==> config.mk <==
export PLATFORM = sky130hd
export DESIGN_NAME = lcs_cell
export DESIGN_NICKNAME = d
export VERILOG_FILES = /design/src/hdl/lcs_pkg.sv /design/src/hdl/lcs_cell.sv
export SDC_FILE = /design/constraint.sdc
export NUM_CORES = 1
export LEC_CHECK = 0
export ABC_AREA = 1
export BUFFER_PORTS_ARGS = -buffer_cell sky130_fd_sc_hd__buf_2
export CAP_MARGIN = 10
export CORE_AREA = 2 2 122 124
export DETAILED_ROUTE_END_ITERATION = 7
export DIE_AREA = 0 0 124 126
export GPL_TIMING_DRIVEN = 0
export PLACE_DENSITY = 0.83
export RECOVER_POWER = 25
export SLEW_MARGIN = 20
export SYNTH_ARGS = -nofsm -noshare
export SYNTH_HDL_FRONTEND = slang
export SYNTH_SLANG_ARGS = --single-unit
==> constraint.sdc <==
create_clock -name clk -period 3.35 [get_ports clk]
set_input_delay 0.5025 -clock clk [delete_from_list [all_inputs] [get_ports clk]]
set_output_delay 0.5025 -clock clk [all_outputs]
set_load 0.02 [all_outputs]
==> src/hdl/lcs_pkg.sv <==
// Shared types, constants and item formats for the longest common subsequence engine.
package lcs_pkg;

    localparam int MAX_LEN = 64;
    localparam int IDX_W   = $clog2(MAX_LEN);
    localparam int LEN_W   = $clog2(MAX_LEN + 1);
    localparam int SCORE_W = LEN_W;
    localparam int SYM_W   = 8;
    localparam int T_W     = LEN_W + 1;

    localparam logic [1:0] OP_LOAD_A  = 2'd0;
    localparam logic [1:0] OP_LOAD_B  = 2'd1;
    localparam logic [1:0] OP_COMPUTE = 2'd2;
    localparam logic [1:0] OP_UNUSED  = 2'd3;

    typedef enum logic [1:0] {
        DIR_MATCH  = 2'd0,
        DIR_FIRST  = 2'd1,
        DIR_SECOND = 2'd2
    } dir_t;

    typedef struct packed {
        logic [1:0]       opcode;
        logic [SYM_W-1:0] symbol;
    } in_item_t;

    typedef struct packed {
        logic [SYM_W-1:0] out_symbol;
        logic             last;
        logic             empty_res;
        logic             truncated;
    } out_item_t;

    // What one cell hands to its right-hand neighbour every cycle.
    typedef struct packed {
        logic               valid;
        logic [SYM_W-1:0]   sym;
        logic [IDX_W-1:0]   row;
        logic [SCORE_W-1:0] score;
        logic [SCORE_W-1:0] diag;
    } link_t;

endpackage

==> src/hdl/lcs_cell.sv <==
// One column cell of the score wavefront, with its column of direction marks.
module lcs_cell (
    input  logic                        clk,
    input  logic                        rst_n,
    input  logic                        clr,
    input  lcs_pkg::link_t              lin,
    input  logic                        b_we,
    input  logic [lcs_pkg::SYM_W-1:0]   b_data,
    input  logic [lcs_pkg::IDX_W-1:0]   rd_addr,
    output lcs_pkg::link_t              lout,
    output lcs_pkg::dir_t               dir_rd,
    output logic [lcs_pkg::SCORE_W-1:0] score
);
    import lcs_pkg::*;

    logic [SYM_W-1:0]   b_reg;
    logic [SCORE_W-1:0] score_reg;
    logic [SCORE_W-1:0] diag_reg;
    logic [SYM_W-1:0]   sym_reg;
    logic [IDX_W-1:0]   row_reg;
    logic               valid_reg;
    logic               valid_next;
    dir_t               dir_mem [MAX_LEN];
    dir_t               dir_rd_reg;
    logic [SCORE_W-1:0] new_score;
    dir_t               new_dir;

    always_comb
    begin
        if (lin.sym == b_reg)
        begin
            new_dir   = DIR_MATCH;
            new_score = lin.diag + SCORE_W'(1);
        end
        else if (score_reg < lin.score)
        begin
            new_dir   = DIR_SECOND;
            new_score = lin.score;
        end
        else
        begin
            new_dir   = DIR_FIRST;
            new_score = score_reg;
        end
    end

    assign valid_next = lin.valid && !clr;

    always_ff @(posedge clk or negedge rst_n)
    begin
        if (!rst_n)
        begin
            valid_reg <= 1'b0;
        end
        else
        begin
            valid_reg <= valid_next;
        end
    end

    always_ff @(posedge clk)
    begin
        if (b_we)
        begin
            b_reg <= b_data;
        end
        if (clr)
        begin
            score_reg <= '0;
        end
        else if (lin.valid)
        begin
            score_reg <= new_score;
            diag_reg  <= score_reg;
            dir_mem[lin.row] <= new_dir;
        end
        sym_reg    <= lin.sym;
        row_reg    <= lin.row;
        dir_rd_reg <= dir_mem[rd_addr];
    end

    always_comb
    begin
        lout.valid = valid_reg;
        lout.sym   = sym_reg;
        lout.row   = row_reg;
        lout.score = score_reg;
        lout.diag  = diag_reg;
    end

    assign dir_rd = dir_rd_reg;
    assign score  = score_reg;

endmodule

==> impl_metrics.csv <==
group,metric,value,unit
clock_tree,clk_pin_slew,60,ps
routing,drt_wl_total,16210,um
timing,hold_slack,183.6,ps
floorplan,die_h,126,um
timing,rsz0062_at_grt,"no",
routing,highest_layer,"met4",
global_routing,grt_overflow_total,0,
timing,layout_setup_ws,846.8,ps
clock_tree,cts_max_path_buffers,2,
timing,min_period,2503,ps
routing,wl_met3,1513,um
floorplan,design.core.area,0.01431,mm2
worst_setup_path,worstPathMaxFanout,17,
synth,syn_area_per_cell,10.41,um2
final_layout,final_common_cell,"nand2_1",
final_layout,largest_reg_flops,128,
final_layout,final_area,0.008403,mm2
pwr,ir_drop,602.6,uV
routing,wl_per_cell,16.44,um
worst_setup_path,endpoint_kind,"register",
timing,setup-violations-final,0,
clock_tree,tritoncts,"built",
floorplan,die_w,124,um
synth,synth-compound-area-share,0.5968,%
floorplan,initial_utilization,49.80,%
min_path,hold_start,"lin[15]",
run,drv_cap,0,
global_routing,grt_max_degree,42,
synth,synth_top_family_by_area,"simple AND/OR/NAND/NOR gates",
clock_tree,ctsRootBufferMaster,"clkbuf_16",
timing,fin_crit_sh,74.72,%
pwr,leakage,3.251,nW
timing,tns,0,ps
routing,drt_iter0_markers,620,
global_routing,grt_pass1_wl,25670,um
worst_setup_path,worstSetupEndpoint,"dir_mem[6][1]",
routing,ant_nets,0,
synth,mappedNetlistArea,0.007128,mm2
placed_design,place_area,0.007850,mm2
final_layout,antennaDiodeCount,0,
final_layout,areaGrowthSynthToFinish,17.89,%
timing,hold_viol_final,0,
routing,wl_met2,7918,um
synth,synth_cells,685,
floorplan,num_rows,44,
timing,worst_slew_pin_slew,856.6,ps
placed_design,io_buffers,81,
clock_tree,cts_sinks,167,
floorplan,die_area,0.01562,mm2
placed_design,place_hpwl,11230,um
synth,synth_edf_count,143,
placed_design,place_congestion,0.8292,
clock_tree,cts_resized,0,
synth,synthMuxAreaShare,0,%
synth,yosys_register_bits,167,
timing,relSlewSlack,42.83,%
final_layout,final_util,58.71,%
worst_setup_path,crit_required,3460,ps
routing,drc_errors,0,
final_layout,drive_gt1_share,11.60,%
worst_setup_path,r2r_cells,8,
clock_tree,cts_max_level,4,
final_layout,final_cell_mix,"nand2_1 (203), edfxtp_1 (143), nand3_1 (122), nor2_1 (75), clkbuf_1 (66)",
synth,synthSimpleGateAreaFrac,25.33,%
synth,async_reset_ff_share,0.5988,%
worst_setup_path,r2r-end,"dir_mem[2][1]",
synth,synth_ff_type,"edfxtp_1",
timing,skew,5.885,ps
synth,yosysSeqAreaShare,67.05,%
synth,synth.distinct_cells,24,
routing,via_per_inst,5.446,
clock_tree,cts_made_buffers,17,
min_path,hold_class,"in -> reg",
placed_design,post-place-cells,953,
worst_setup_path,crit_arrival,2610,ps
timing,slew_violations,0,
routing,wl_met1,6201,um
routing,firstDrtPassIters,5,
routing,via_count,5370,
run_status,outcome,"finished, final reports clean",
final_layout,fin_cells,986,
synth,synth_adder_area_share,1.229,%
synth,yosys_warnings,0,
pwr,powerDensity,580.9,mW/mm2
worst_setup_path,startpoint,"lin[28]",
worst_setup_path,rr_startpoint,"score[4]",
clock_tree,clock_latency,430,ps
worst_setup_path,crit_type,"in -> reg",
synth,synth_nets,739,
worst_setup_path,critPathLaunchType,"input port",
global_routing,grt_pass1_vias,5336,
timing,fmax,399.5,MHz
global_routing,grtUsageTotal,22.23,%
worst_setup_path,reg2reg_slack,1210,ps
placed_design,place_ws,556.3,ps
final_layout,nets,843,
synth,synth_xor_area_share,1.352,%
pwr,power,4.882,mW
floorplan,boundaryPins,85,
global_routing,antenna_found_initial,0,
per-layer routing:
metal / GRT usage (%) / vias up
li1: - / 2544
met1: 26.18 / 2487
met2: 36.20 / 291
met3: 7.563 / 48
met4: 10.97 / 0
met5: 0 / -
layout make-up:
| type | instances | area, um2 |
|---|---|---|
| fill | 1165 | 5911 |
| clock inverter | 14 | 171.4 |
| tap | 184 | 230.2 |
| multi-input combinational | 449 | 2041 |
| buffer | 37 | 196.4 |
| clock buffer | 18 | 439.2 |
| timing repair buffer | 85 | 425.4 |
| sequential | 167 | 4780 |
| inverter | 32 | 120.1 |
power by group:
group	total (mW)	internal, mW	switching [mW]
clock network	1.99	1.20	0.791
logic	0.511	0.162	0.349
registers	2.38	2.36	0.0227
total	4.88	3.72	1.16
cell usage after synthesis, types with 2 or more instances:
cell type,n,area (um2)
nor2_1,75,281.5
inv_1,31,116.4
nand3_1,122,610.6
clkbuf_1,14,52.55
o21ai_1,2,10.01
edfxtp_1,143,4294
nand2_2,2,12.51
a21oi_1,3,15.01
xnor2_1,9,78.83
xor2_1,2,17.52
nor2_2,3,18.77
buf_2,13,65.06
buf_4,9,67.56
dfxtp_1,23,460.4
nand4_1,10,62.56
ha_1,7,87.58
nor4_1,8,50.05
o21ai_0,2,10.01
nand2_1,202,758.2
cells by family after synthesis:
logic type | Yosys count
flip-flops | 167
AO/OA/AOI/OAI | 8
AND/OR/NAND/NOR | 423
adder cells (fa/ha/maj) | 7
XOR/XNOR | 11
buffers and inverters | 69
worst min-delay path by stage:
stage | end | slack [ps] | depth (start not counted)
after floorplan | valid_reg | 210 | 0
after detailed placement | valid_reg | 280 | 1
after CTS | row_reg[1] | 170 | 1
after global placement | valid_reg | 280 | 1
after global routing | row_reg[1] | 170 | 1
final | row_reg[1] | 180 | 1
critical path, cell delays in order:
cell and delay, ps:
clkbuf_1 190, inv_1 80, nor2_2 650, nand4_1 770
nor2_1 410
repair_timing:
action,4_1_cts,5_1_grt
hold buffers,1,0
setup buffers,0,0
endpoints found under the hold margin,1,0
No activity file was read; power rests on OpenSTA's default activity.
